===== src/design/navsup_pkg.sv =====
// Shared types, codes and distance helper for the navigation supervisor.
package navsup_pkg;

    // Input and configuration field widths
    localparam int POS_W   = 21;
    localparam int LIM_W   = 16;
    localparam int RPL_W   = 4;
    localparam int SQ_W    = 2 * POS_W + 1;
    localparam int LSQ_W   = 2 * LIM_W;
    localparam int CFG_A_W = 3;

    // Configuration register indexes
    localparam logic [CFG_A_W-1:0] CFG_GOAL_X        = 3'd0;
    localparam logic [CFG_A_W-1:0] CFG_GOAL_Y        = 3'd1;
    localparam logic [CFG_A_W-1:0] CFG_GOAL_TOL      = 3'd2;
    localparam logic [CFG_A_W-1:0] CFG_PROGRESS_DIST = 3'd3;
    localparam logic [CFG_A_W-1:0] CFG_STUCK_LIMIT   = 3'd4;
    localparam logic [CFG_A_W-1:0] CFG_TIMEOUT_LIMIT = 3'd5;
    localparam logic [CFG_A_W-1:0] CFG_MAX_REPLANS   = 3'd6;

    // Function codes of an input word
    localparam logic FUNC_START = 1'b0;
    localparam logic FUNC_TICK  = 1'b1;

    // Reported phase codes
    localparam logic [2:0] PHASE_IDLE   = 3'd0;
    localparam logic [2:0] PHASE_PLAN   = 3'd1;
    localparam logic [2:0] PHASE_FOLLOW = 3'd2;
    localparam logic [2:0] PHASE_DONE   = 3'd3;
    localparam logic [2:0] PHASE_FAILED = 3'd4;

    // Failure causes
    localparam logic [1:0] CAUSE_NONE    = 2'd0;
    localparam logic [1:0] CAUSE_BUMPER  = 2'd1;
    localparam logic [1:0] CAUSE_STUCK   = 2'd2;
    localparam logic [1:0] CAUSE_TIMEOUT = 2'd3;

    // Reset values of the configuration registers
    localparam logic [LIM_W-1:0] RST_GOAL_TOL      = 16'd100;
    localparam logic [LIM_W-1:0] RST_PROGRESS_DIST = 16'd20;
    localparam logic [LIM_W-1:0] RST_STUCK_LIMIT   = 16'd250;
    localparam logic [LIM_W-1:0] RST_TIMEOUT_LIMIT = 16'd2000;
    localparam logic [RPL_W-1:0] RST_MAX_REPLANS   = 4'd3;

    typedef struct packed {
        logic                    func;
        logic signed [POS_W-1:0] pose_x;
        logic signed [POS_W-1:0] pose_y;
        logic                    bumper_hit;
        logic                    tracking_active;
    } item_t;

    // Limits seen by the control stage, squares already registered
    typedef struct packed {
        logic [LSQ_W-1:0] tol_sq;
        logic [LSQ_W-1:0] pd_sq;
        logic [LIM_W-1:0] stuck_limit;
        logic [LIM_W-1:0] timeout_limit;
        logic [RPL_W-1:0] max_replans;
    } limits_t;

    typedef struct packed {
        logic [RPL_W-1:0] replan_count;
        logic [1:0]       fail_cause;
        logic             success;
        logic             finished;
        logic             clear_bumper;
        logic             clear_path;
        logic             drive_follow;
        logic             drive_stop;
        logic             request_plan;
        logic [2:0]       phase;
    } result_t;

    // Exact squared distance between two points
    function automatic logic [SQ_W-1:0] sq_dist(
        input logic signed [POS_W-1:0] ax,
        input logic signed [POS_W-1:0] ay,
        input logic signed [POS_W-1:0] bx,
        input logic signed [POS_W-1:0] by
    );
        logic signed [POS_W:0]   dx;
        logic signed [POS_W:0]   dy;
        logic signed [POS_W:0]   ndx;
        logic signed [POS_W:0]   ndy;
        logic [POS_W-1:0]        ux;
        logic [POS_W-1:0]        uy;
        logic [2*POS_W-1:0]      sx;
        logic [2*POS_W-1:0]      sy;
        dx  = {ax[POS_W-1], ax} - {bx[POS_W-1], bx};
        dy  = {ay[POS_W-1], ay} - {by[POS_W-1], by};
        ndx = -dx;
        ndy = -dy;
        ux  = dx[POS_W] ? ndx[POS_W-1:0] : dx[POS_W-1:0];
        uy  = dy[POS_W] ? ndy[POS_W-1:0] : dy[POS_W-1:0];
        sx  = (2*POS_W)'(ux) * (2*POS_W)'(ux);
        sy  = (2*POS_W)'(uy) * (2*POS_W)'(uy);
        return {1'b0, sx} + {1'b0, sy};
    endfunction

endpackage


===== src/design/navsup_ctrl.sv =====
// Control stage: run state machine, counters and the result register.
module navsup_ctrl (
    input  logic                                 aclk,
    input  logic                                 aresetn,
    input  logic                                 step,
    input  navsup_pkg::item_t                    item,
    input  logic [navsup_pkg::SQ_W-1:0]          goal_sq,
    input  logic [navsup_pkg::SQ_W-1:0]          prog_sq,
    input  navsup_pkg::limits_t                  lim,
    output logic                                 set_ref,
    output logic signed [navsup_pkg::POS_W-1:0]  ref_x,
    output logic signed [navsup_pkg::POS_W-1:0]  ref_y,
    output navsup_pkg::result_t                  res
);

    typedef enum logic [4:0] {
        PH_IDLE   = 5'b00001,
        PH_PLAN   = 5'b00010,
        PH_FOLLOW = 5'b00100,
        PH_DONE   = 5'b01000,
        PH_FAILED = 5'b10000
    } phase_t;

    localparam int LW = navsup_pkg::LIM_W;
    localparam int RW = navsup_pkg::RPL_W;
    localparam int SW = navsup_pkg::SQ_W;
    localparam logic [LW-1:0] CNT_MAX = {LW{1'b1}};

    phase_t                              phase_reg, phase_next;
    logic [LW-1:0]                       timeout_reg, timeout_next;
    logic [LW-1:0]                       stall_reg, stall_next;
    logic [RW-1:0]                       replans_reg, replans_next;
    logic [1:0]                          cause_reg, cause_next;
    logic signed [navsup_pkg::POS_W-1:0] ref_x_reg, ref_x_next;
    logic signed [navsup_pkg::POS_W-1:0] ref_y_reg, ref_y_next;
    navsup_pkg::result_t                 res_reg, res_next;

    logic          req, stop, follow, clrp, clrb, fin, succ, failed;
    logic [LW-1:0] stall_inc, timeout_inc;
    logic [2:0]    phase_code;

    assign ref_x = ref_x_reg;
    assign ref_y = ref_y_reg;
    assign res   = res_reg;

    // Saturating counter increments
    assign stall_inc   = (stall_reg == CNT_MAX) ? stall_reg : stall_reg + 1'b1;
    assign timeout_inc = (timeout_reg == CNT_MAX) ? timeout_reg : timeout_reg + 1'b1;

    // Decision for the word in this stage
    always_comb begin
        phase_next   = phase_reg;
        timeout_next = timeout_reg;
        stall_next   = stall_reg;
        replans_next = replans_reg;
        cause_next   = cause_reg;
        ref_x_next   = ref_x_reg;
        ref_y_next   = ref_y_reg;
        set_ref      = 1'b0;
        req          = 1'b0;
        stop         = 1'b0;
        follow       = 1'b0;
        clrp         = 1'b0;
        clrb         = 1'b0;
        fin          = 1'b0;
        succ         = 1'b0;
        failed       = 1'b0;
        if (item.func == navsup_pkg::FUNC_START) begin
            ref_x_next   = item.pose_x;
            ref_y_next   = item.pose_y;
            set_ref      = 1'b1;
            timeout_next = '0;
            stall_next   = '0;
            replans_next = '0;
            cause_next   = navsup_pkg::CAUSE_NONE;
            phase_next   = PH_PLAN;
        end else begin
            case (phase_reg)
                PH_PLAN: begin
                    req        = 1'b1;
                    phase_next = PH_FOLLOW;
                end
                PH_FOLLOW: begin
                    if (goal_sq < SW'(lim.tol_sq)) begin
                        stop       = 1'b1;
                        clrp       = 1'b1;
                        cause_next = navsup_pkg::CAUSE_NONE;
                        phase_next = PH_DONE;
                    end else if (item.bumper_hit) begin
                        stop = 1'b1;
                        clrb = 1'b1;
                        if (replans_reg < lim.max_replans) begin
                            replans_next = replans_reg + 1'b1;
                            phase_next   = PH_PLAN;
                        end else begin
                            clrp       = 1'b1;
                            cause_next = navsup_pkg::CAUSE_BUMPER;
                            phase_next = PH_FAILED;
                        end
                    end else if (!item.tracking_active) begin
                        stop       = 1'b1;
                        clrp       = 1'b1;
                        cause_next = navsup_pkg::CAUSE_NONE;
                        phase_next = PH_DONE;
                    end else begin
                        follow = 1'b1;
                        // progress check, then stall and global timeout
                        if (prog_sq > SW'(lim.pd_sq)) begin
                            stall_next = '0;
                            ref_x_next = item.pose_x;
                            ref_y_next = item.pose_y;
                            set_ref    = 1'b1;
                        end else begin
                            stall_next = stall_inc;
                            if (stall_inc >= lim.stuck_limit) begin
                                failed     = 1'b1;
                                cause_next = navsup_pkg::CAUSE_STUCK;
                            end
                        end
                        if (!failed) begin
                            timeout_next = timeout_inc;
                            if (timeout_inc >= lim.timeout_limit) begin
                                failed     = 1'b1;
                                cause_next = navsup_pkg::CAUSE_TIMEOUT;
                            end
                        end
                        if (failed) begin
                            follow     = 1'b0;
                            stop       = 1'b1;
                            clrp       = 1'b1;
                            phase_next = PH_FAILED;
                        end
                    end
                end
                PH_DONE, PH_FAILED: begin
                    fin        = 1'b1;
                    stop       = 1'b1;
                    clrp       = 1'b1;
                    succ       = (phase_reg == PH_DONE);
                    phase_next = PH_IDLE;
                end
                default: begin
                    phase_next = PH_IDLE;
                end
            endcase
        end
    end

    // Phase as reported
    always_comb begin
        case (phase_next)
            PH_PLAN:   phase_code = navsup_pkg::PHASE_PLAN;
            PH_FOLLOW: phase_code = navsup_pkg::PHASE_FOLLOW;
            PH_DONE:   phase_code = navsup_pkg::PHASE_DONE;
            PH_FAILED: phase_code = navsup_pkg::PHASE_FAILED;
            default:   phase_code = navsup_pkg::PHASE_IDLE;
        endcase
    end

    always_comb begin
        res_next.phase        = phase_code;
        res_next.request_plan = req;
        res_next.drive_stop   = stop;
        res_next.drive_follow = follow;
        res_next.clear_path   = clrp;
        res_next.clear_bumper = clrb;
        res_next.finished     = fin;
        res_next.success      = succ;
        res_next.fail_cause   = cause_next;
        res_next.replan_count = replans_next;
    end

    // Run state
    always_ff @(posedge aclk) begin
        if (!aresetn) begin
            phase_reg   <= PH_IDLE;
            timeout_reg <= '0;
            stall_reg   <= '0;
            replans_reg <= '0;
            cause_reg   <= navsup_pkg::CAUSE_NONE;
            ref_x_reg   <= '0;
            ref_y_reg   <= '0;
        end else if (step) begin
            phase_reg   <= phase_next;
            timeout_reg <= timeout_next;
            stall_reg   <= stall_next;
            replans_reg <= replans_next;
            cause_reg   <= cause_next;
            ref_x_reg   <= ref_x_next;
            ref_y_reg   <= ref_y_next;
        end
    end

    // Result word
    always_ff @(posedge aclk) begin
        if (step) begin
            res_reg <= res_next;
        end
    end

    // A reported outcome always leaves the block idle
    a_report_idle: assert property (@(posedge aclk) disable iff (!aresetn)
        step && fin |=> phase_reg == PH_IDLE)
        else $error("report tick did not return to idle");

    // A plan request always moves on to follow
    a_plan_follow: assert property (@(posedge aclk) disable iff (!aresetn)
        step && req |=> phase_reg == PH_FOLLOW)
        else $error("plan request without follow");

    // A start clears every counter of the run
    a_start_clear: assert property (@(posedge aclk) disable iff (!aresetn)
        step && item.func == navsup_pkg::FUNC_START |=>
            stall_reg == '0 && timeout_reg == '0 && replans_reg == '0)
        else $error("start did not clear the run counters");

endmodule


===== config.mk =====
export PLATFORM = sky130hd
export DESIGN_NAME = navsup_ctrl
export DESIGN_NICKNAME = d
export VERILOG_FILES = /design/src/design/navsup_pkg.sv /design/src/design/navsup_ctrl.sv
export SDC_FILE = /design/constraint.sdc
export NUM_CORES = 1
export LEC_CHECK = 0
export BUFFER_PORTS_ARGS = -buffer_cell sky130_fd_sc_hd__buf_2
export CAP_MARGIN = 15
export CORE_MARGIN = 4
export CORE_UTILIZATION = 40
export CTS_CLUSTER_DIAMETER = 60
export DETAILED_ROUTE_END_ITERATION = 7
export HOLD_SLACK_MARGIN = 0.1
export PLACE_DENSITY = 0.68
export SLEW_MARGIN = 30
export SYNTH_ARGS = -nofsm -noshare
export SYNTH_HDL_FRONTEND = slang
export SYNTH_SLANG_ARGS = --single-unit

===== constraint.sdc =====
create_clock -name aclk -period 3.4 [get_ports aclk]
set_input_delay 0.17 -clock aclk [delete_from_list [all_inputs] [get_ports aclk]]
set_output_delay 0.17 -clock aclk [all_outputs]
set_load 0.05 [all_outputs]

; Word-level counts from Yosys, hierarchy flattened
; Cells that the tools add are included.
[word_totals]
reg_bits = 101
output_inout_bits = 59
[classes]
add_sub_neg = 3
n_lt_le_gt_ge = 5
n_eq_ne = 16
mux = 82
bitwise_logic = 3
n_reduce_logical = 7
[op_table]
columns = op, count
row1 = two-way mux 21 bit, 12
row2 = two-way mux 16 bit, 14
row3 = > comparator 43 x 32 -> 1 bit, 1
row4 = < comparator 43 x 32 -> 1 bit, 1
row5 = "adder 16 x 1 -> 16 bit, second input constant", 2
row6 = "== test 16 bit, second input constant", 2
row7 = >= comparator 16 bit, 2
row8 = two-way mux 1 bit, 31
row9 = two-way mux 5 bit, 6
row10 = two-way mux 2 bit, 10
row11 = two-way mux 4 bit, 5
row12 = one-hot mux 3 bit (4 select lines), 1
row13 = AND reduction 6 bit, 2
row14 = "== test 5 x 2 -> 1 bit, second input constant", 2
row15 = "== test 5 x 3 -> 1 bit, second input constant", 2
row16 = "== test 5 x 4 -> 1 bit, second input constant", 2
row17 = "== test 5 bit, second input constant", 2
row18 = one-hot mux 5 bit (2 select lines), 1
row19 = "inequality test 2 bit, second input constant", 4
row20 = AND reduction 5 bit, 1
row21 = OR reduction 5 bit, 1
row22 = "adder 4 x 1 -> 4 bit, second input constant", 1
row23 = < comparator 4 bit, 1
row24 = "inequality test 2 x 1 -> 1 bit, second input constant", 2
row25 = other kinds (5), 8

; Logic depth before layout (Yosys ltp)
[depth]
word_depth = 24
mapped_depth = 18
ltp_nobuf = 16

; Worst setup path before layout
; Ideal clock, no wire load.
[synth_path]
kind = flip-flop to flip-flop
startpoint = register stall_reg[4]
endpoint = register res_reg, in the netlist res[4] (data pin)
setup_ns = 0.254
t_arrival_ns = 3.484
required_time_ns = 3.146
path_slack_ns = -0.338
path_stages_with_launch = 18
n_path_buf = 2
period_less_slack_ns = 3.738
path_cell_list = dfxtp_1 -> clkbuf_1 -> nand4_1 -> or4_1 -> clkbuf_1 -> nand3_1 -> nor2_1 -> nand2_1 -> xnor2_1 -> ha_1 -> a211oi_1 -> nand3_1 -> a41o_1 -> a211oi_1 -> a211oi_4 -> nor2_1 -> nand3b_1 -> a21o_1
[synth_via]
elab_chain_cells = 21
[synth_lines]
columns = element, line
row1 = "start, declared", navsup_ctrl.sv:31  ; logic [LW-1:0] stall_reg, stall_next;
row2 = "start signal, assigned", navsup_ctrl.sv:186  ; stall_reg <= stall_next;
row3 = adder 16 x 1 -> 16 bit / == test 16 bit (equally long branches), navsup_ctrl.sv:47  ; assign stall_inc = (stall_reg == CNT_MAX) ? stall_reg : stall_reg + 1'b1;
row4 = two-way mux 16 bit *, navsup_ctrl.sv:47
row5 = >= comparator 16 bit *, navsup_ctrl.sv:115  ; if (stall_inc >= lim.stuck_limit) begin
row6 = two-way mux 1 bit *, navsup_ctrl.sv:115
row7 = two-way mux 1 bit *, navsup_ctrl.sv:108  ; if (prog_sq > SW'(lim.pd_sq)) begin
row8 = two-way mux 1 bit *, navsup_ctrl.sv:100  ; end else if (!item.tracking_active) begin
row9 = two-way mux 1 bit *, navsup_ctrl.sv:89  ; end else if (item.bumper_hit) begin
row10 = two-way mux 1 bit *, navsup_ctrl.sv:84  ; if (goal_sq < SW'(lim.tol_sq)) begin
row11 = [... 5 more ...], -
row12 = two-way mux 1 bit *, navsup_ctrl.sv:84
row13 = two-way mux 1 bit *, navsup_ctrl.sv:78  ; case (phase_reg)
row14 = two-way mux 1 bit *, navsup_ctrl.sv:68  ; if (item.func == navsup_pkg::FUNC_START) begin
row15 = two-way mux 1 bit *, navsup_ctrl.sv:127  ; if (failed) begin
row16 = two-way mux 1 bit *, navsup_ctrl.sv:100
row17 = two-way mux 1 bit *, navsup_ctrl.sv:89
row18 = two-way mux 1 bit *, navsup_ctrl.sv:84
row19 = one-hot mux 1 bit (2 select lines) *, navsup_ctrl.sv:78
row20 = "end signal, assigned", navsup_ctrl.sv:197  ; res_reg <= res_next;
row21 = "end, declared", navsup_ctrl.sv:36  ; navsup_pkg::result_t res_reg, res_next;
; Mark *: on every way between the ends. The rest lies on a longest branch, timed or not. The select of a mux whose other input is x is not followed.
; A chain may end at the register's enable or synchronous reset.

; Worst setup path in the final report
[layout_path]
startpoint = register timeout_reg[4]
endpoint = register res_reg, in the netlist res[6] (data pin)
[layout_via]
elab_chain_cells = 15
[layout_lines]
columns = element, line
row1 = "start, declared", navsup_ctrl.sv:30  ; logic [LW-1:0] timeout_reg, timeout_next;
row2 = "start signal, assigned", navsup_ctrl.sv:185  ; timeout_reg <= timeout_next;
row3 = adder 16 x 1 -> 16 bit / == test 16 bit (equally long branches), navsup_ctrl.sv:48  ; assign timeout_inc = (timeout_reg == CNT_MAX) ? timeout_reg : timeout_reg + 1'b1;
row4 = two-way mux 16 bit *, navsup_ctrl.sv:48
row5 = >= comparator 16 bit *, navsup_ctrl.sv:122  ; if (timeout_inc >= lim.timeout_limit) begin
row6 = two-way mux 1 bit *, navsup_ctrl.sv:122
row7 = two-way mux 1 bit *, navsup_ctrl.sv:120  ; if (!failed) begin
row8 = two-way mux 1 bit *, navsup_ctrl.sv:100
row9 = two-way mux 1 bit *, navsup_ctrl.sv:89
row10 = two-way mux 1 bit *, navsup_ctrl.sv:84
row11 = two-way mux 1 bit *, navsup_ctrl.sv:78
row12 = two-way mux 1 bit *, navsup_ctrl.sv:68
row13 = two-way mux 1 bit *, navsup_ctrl.sv:127
row14 = two-way mux 1 bit *, navsup_ctrl.sv:100
row15 = two-way mux 1 bit *, navsup_ctrl.sv:89
row16 = two-way mux 1 bit *, navsup_ctrl.sv:84
row17 = one-hot mux 1 bit (2 select lines) *, navsup_ctrl.sv:78
; Marks and branches as above.

==> results.md <==
STA:
- Setup repair after global routing could not meet its margin everywhere.
- Derived from the worst setup path, the maximum achievable clock frequency is about 280 MHz.
- The worst-case headroom to the max-slew limit is between 30% and 40%.
- The slew of the pin with the lowest slew margin is ~0.90 ns.
- The setup TNS is -0.821 ns.
- The clock tree skew after final layout is about 0.012 ns.
- Once routing completed, OpenROAD measured the worst setup slack at -0.135 ns.
- The worst path uses 104% of the clock period.
- The worst path in the final design needs a cycle of ~3.5 ns, including I/O delays and setup.
- The final setup violation count is 12.
- The max-slew violation total from the final report is 0.
- The count of final hold-check violations is 0.

Power and ir drop:
- The switching part of the total power is between 30% and 40%.
- Cell internal power was estimated by the tool at 2.06 mW.
- The worst ir drop on vdd is between 200 and 300 uV.
- The sequential share of power is between 40% and 50%.
- For this design the ratio of total power to cell area is roughly 270 nW/um^2.
- The completed layout was analyzed and its total power is approximately 3 mW.
- The clock network is responsible for 34.4% of the overall power.
- For this design the static power due to leakage is roughly 5.5 nW.
- The combinational fraction of design power is a little under a quarter.
- For this design the total switching power over the nets is between 0.9 and 1 mW.

Logic synthesis:
- The number of synthesized flops with an enable pin is 16.
- The flip-flop and latch count after synthesis is around 100.
- After synthesis, flip-flops and latches occupy between 20% and 30% of the total area.
- The count of distinct cell types in the synthesized netlist is between 70 and 80.
- The cell accounting for the most synthesized area is sky130_fd_sc_hd__dfxtp_1.
- The number of cells produced by synthesis is roughly 950.
- Summing every instance area after synthesis gives between 7000 and 8000 sq um.
- The async set-or-reset flop fraction in the synthesized netlist is 0%.
- The synthesized area per cell is approximately 8.0 sq um.
- For this run, the number of Yosys warnings is 0.
- By area the synthesized netlist is led by sky130_fd_sc_hd__dfxtp_1 22%, sky130_fd_sc_hd__ha_1 17%, sky130_fd_sc_hd__nand2_1 7.7%.
- In the synthesized netlist the dominant register cell turns out to be sky130_fd_sc_hd__dfxtp_1.
- In this run the biggest area consumer among cell types represents ~22% of the synthesized area.
- Synthesis produced a netlist with a net count of 1282.

GRT:
- Entering global routing, the biggest net connects approximately 100 pins.
- The first global-routing pass estimated 38200 um of wire.
- The number of global-route vias before repair is between 8k and 9k.
- The total routing usage reported by global routing is between 20% and 30%.
- The global-route congestion overflow total is 0.
- The initial antenna violation count came to 0.

Worst setup path:
- Along the worst path, the maximum fanout reaches 5.
- The data required time at the worst endpoint is ~3.5 ns.
- The worst setup path is launched from a flip-flop.
- The type of the worst setup path is flip-flop to flip-flop.
- The number of cells on the worst reg-to-reg path is 13.
- The worst setup path is captured at a flip-flop.
- The data arrival time at the worst-slack endpoint is 3.65 ns.

Floorplan:
- The vertical extent of the die is roughly 150 um.
- The region available for standard cell placement spans 18700 sq um.
- During I/O placement, the number of pins put on the boundary was 293.
- The overall die area is between 20000 and 25000 sq um.
- The width of the die is 146 um.
- The initial utilization of the core area, before any placement, comes to approximately two fifths.
- The number of placement rows is 50.

Final layout:
- The growth of design area from synthesis to finish is 43.5%.
- The layout cell share with drive strength beyond 1 is about a third.
- After the last flow step, the layout net total stands at about 1.7k.
- In the layout the commonest cells are 291 x sky130_fd_sc_hd__buf_2, 155 x sky130_fd_sc_hd__nand2_1, 109 x sky130_fd_sc_hd__inv_1, 97 x sky130_fd_sc_hd__ha_1, 81 x sky130_fd_sc_hd__dfxtp_1.
- The number of antenna diodes in the final layout is 0.
- The final core area utilization is approximately three fifths.
- The non-filler instance count after layout is between 1.5k and 2k.
- The library cell used most frequently in the layout, excluding fill and tap cells, is sky130_fd_sc_hd__buf_2.

Routing:
- For this block, the initial DRC count from the detailed router was 346.
- The count of nets left with antenna violations after detail routing is 0.
- Detailed routing inserted a total of ~8k vias.
- The first TritonRoute pass finished after 6 iterations.
- Using the TritonRoute via totals, the vias-per-cell ratio works out to slightly above 5.
- The aggregate routed wire length is about 23000 um.
- The total DRC errors in the routed layout is 0.
- Dividing the detail-routed wire length by the instance count gives around 15 um.

Clock tree:
- The library cell used as clock root buffer is sky130_fd_sc_hd__clkbuf_16.
- No sink is reached through more buffers than the 2 on the longest clock path.
- TritonCTS built the clock tree.
- The number of sinks handled by clock tree synthesis is between 100 and 150.
- The number of clock buffers added by TritonCTS is 9.
- The post-CTS clock slew at the launch and capture registers of the worst setup and hold paths is around 0.08 ns.
- The clock tree synthesis step divided the H-tree into 3 levels.
- The clock latency reported for the late side of the worst-skew pair is roughly 0.36 ns.

Placement:
- The HPWL after detailed placement is about 18000 um.
- Routability-driven placement finished with a final weighted congestion of ~0.90.
- At the placement stage, the worst setup path has a slack of -0.318 ns.
- Input and output buffers added on the ports amount to around 300.
- The placed instance count is about 1.5k.

Flow run:
- Max-cap violations in this run came to 0.

Worst hold path:
- Along the worst hold path, the cell count comes to 2.
- In this run the worst hold path is classified as input port to flip-flop.

Outcome:
- The flow ran to the end, but the final reports show violations.
- The checks that failed: negative setup slack.
[cell families after synthesis]
kind of cell,count (synthesis),share of synthesized area [%]
simple gates,345,22.1
compound gates,179,15.8
buf+inv,148,7.66
fa+ha+maj,101,16.6
flops,101,28.7
mux,47,6.23
xor+xnor,26,2.99
[per-stage QoR]
stage	hold WS, ns	cell area (sq um)
6_report	0.240	10900
5_1_grt	0.237	10900
4_1_cts	0.224	10800
3_5_place_dp	0.426	9870
3_3_place_gp	0.417	9870
2_1_floorplan	0.282	7670
[per-layer routing]
layer  share of wire (%)  wire length, um  global-route usage, %  vias to the layer above
met5                   0                0                      0                        -
met4                 1.7              396                   5.46                        0
met3                 5.5             1280                   4.14                       35
met2                  51            11900                   39.0                      253
met1                  41             9600                   25.2                     3669
li1                    -                -                      -                     4124
[critical path, cell delays in order, from the launching register on]
cell,delay (ns)
sky130_fd_sc_hd__dfxtp_1,0.36
sky130_fd_sc_hd__and4_1,0.22
sky130_fd_sc_hd__nand4_1,0.14
sky130_fd_sc_hd__or3_4,0.43
sky130_fd_sc_hd__nand4_1,0.12
sky130_fd_sc_hd__xnor2_1,0.18
sky130_fd_sc_hd__ha_1,0.31
sky130_fd_sc_hd__a2111oi_1,0.41
sky130_fd_sc_hd__o21ai_0,0.16
sky130_fd_sc_hd__a31oi_1,0.30
sky130_fd_sc_hd__o31ai_4,0.15
sky130_fd_sc_hd__nor2_4,0.12
sky130_fd_sc_hd__nand3b_1,0.17
sky130_fd_sc_hd__a21o_1,0.21
[repair_timing]
action	4_1_cts	5_1_grt
pin swaps	36	17
endpoints found under the setup margin	27	27
hold buffers	43	0
resized for setup	41	24
buffers inserted	5	3
hold endpoints to repair	43	0
[power groups by stage]
stage	combinational (mW)	sequential (mW)	clock [mW]
6_report	0.703	1.26	1.03
5_1_grt	0.783	1.27	1.11
4_1_cts	0.699	1.26	1.06
3_5_place_dp	0.652	1.29	0
3_3_place_gp	0.641	1.29	0
2_1_floorplan	0.280	1.41	0
[synth_stat cells (10+ instances only)]
master / number
sky130_fd_sc_hd__nand2_1: 156
sky130_fd_sc_hd__o21ai_0: 32
sky130_fd_sc_hd__ha_1: 101
sky130_fd_sc_hd__mux2i_1: 44
sky130_fd_sc_hd__dfxtp_1: 85
sky130_fd_sc_hd__nand3_1: 42
sky130_fd_sc_hd__edfxtp_1: 16
sky130_fd_sc_hd__nor2_1: 43
sky130_fd_sc_hd__inv_1: 109
sky130_fd_sc_hd__nand4_1: 32
sky130_fd_sc_hd__a21oi_1: 57
sky130_fd_sc_hd__clkbuf_1: 30
sky130_fd_sc_hd__nor3_1: 10
sky130_fd_sc_hd__a21o_1: 12
sky130_fd_sc_hd__xnor2_1: 23
[area by class of cell]
| type | instances | area (sq um) |
|---|---|---|
| Inverter | 109 | 409 |
| Multi-Input combinational cell | 698 | 5110 |
| Sequential cell | 101 | 2190 |
| Clock buffer | 9 | 225 |
| Clock inverter | 7 | 67.6 |
| Tap cell | 234 | 293 |
| Fill cell | 1694 | 7790 |
| Timing Repair Buffer | 425 | 2620 |
[worst paths after layout]
kind,startpoint,endpoint,slack (ns)
worst max-delay path,timeout_reg[4],res[6],-0.13
worst min-delay path,item[1],res[7],0.24
worst max register to register,timeout_reg[4],res[6],-0.13
worst min register to register,ref_y[13],ref_y[13],0.45
Note: power is estimated with default switching activity, not from simulation.
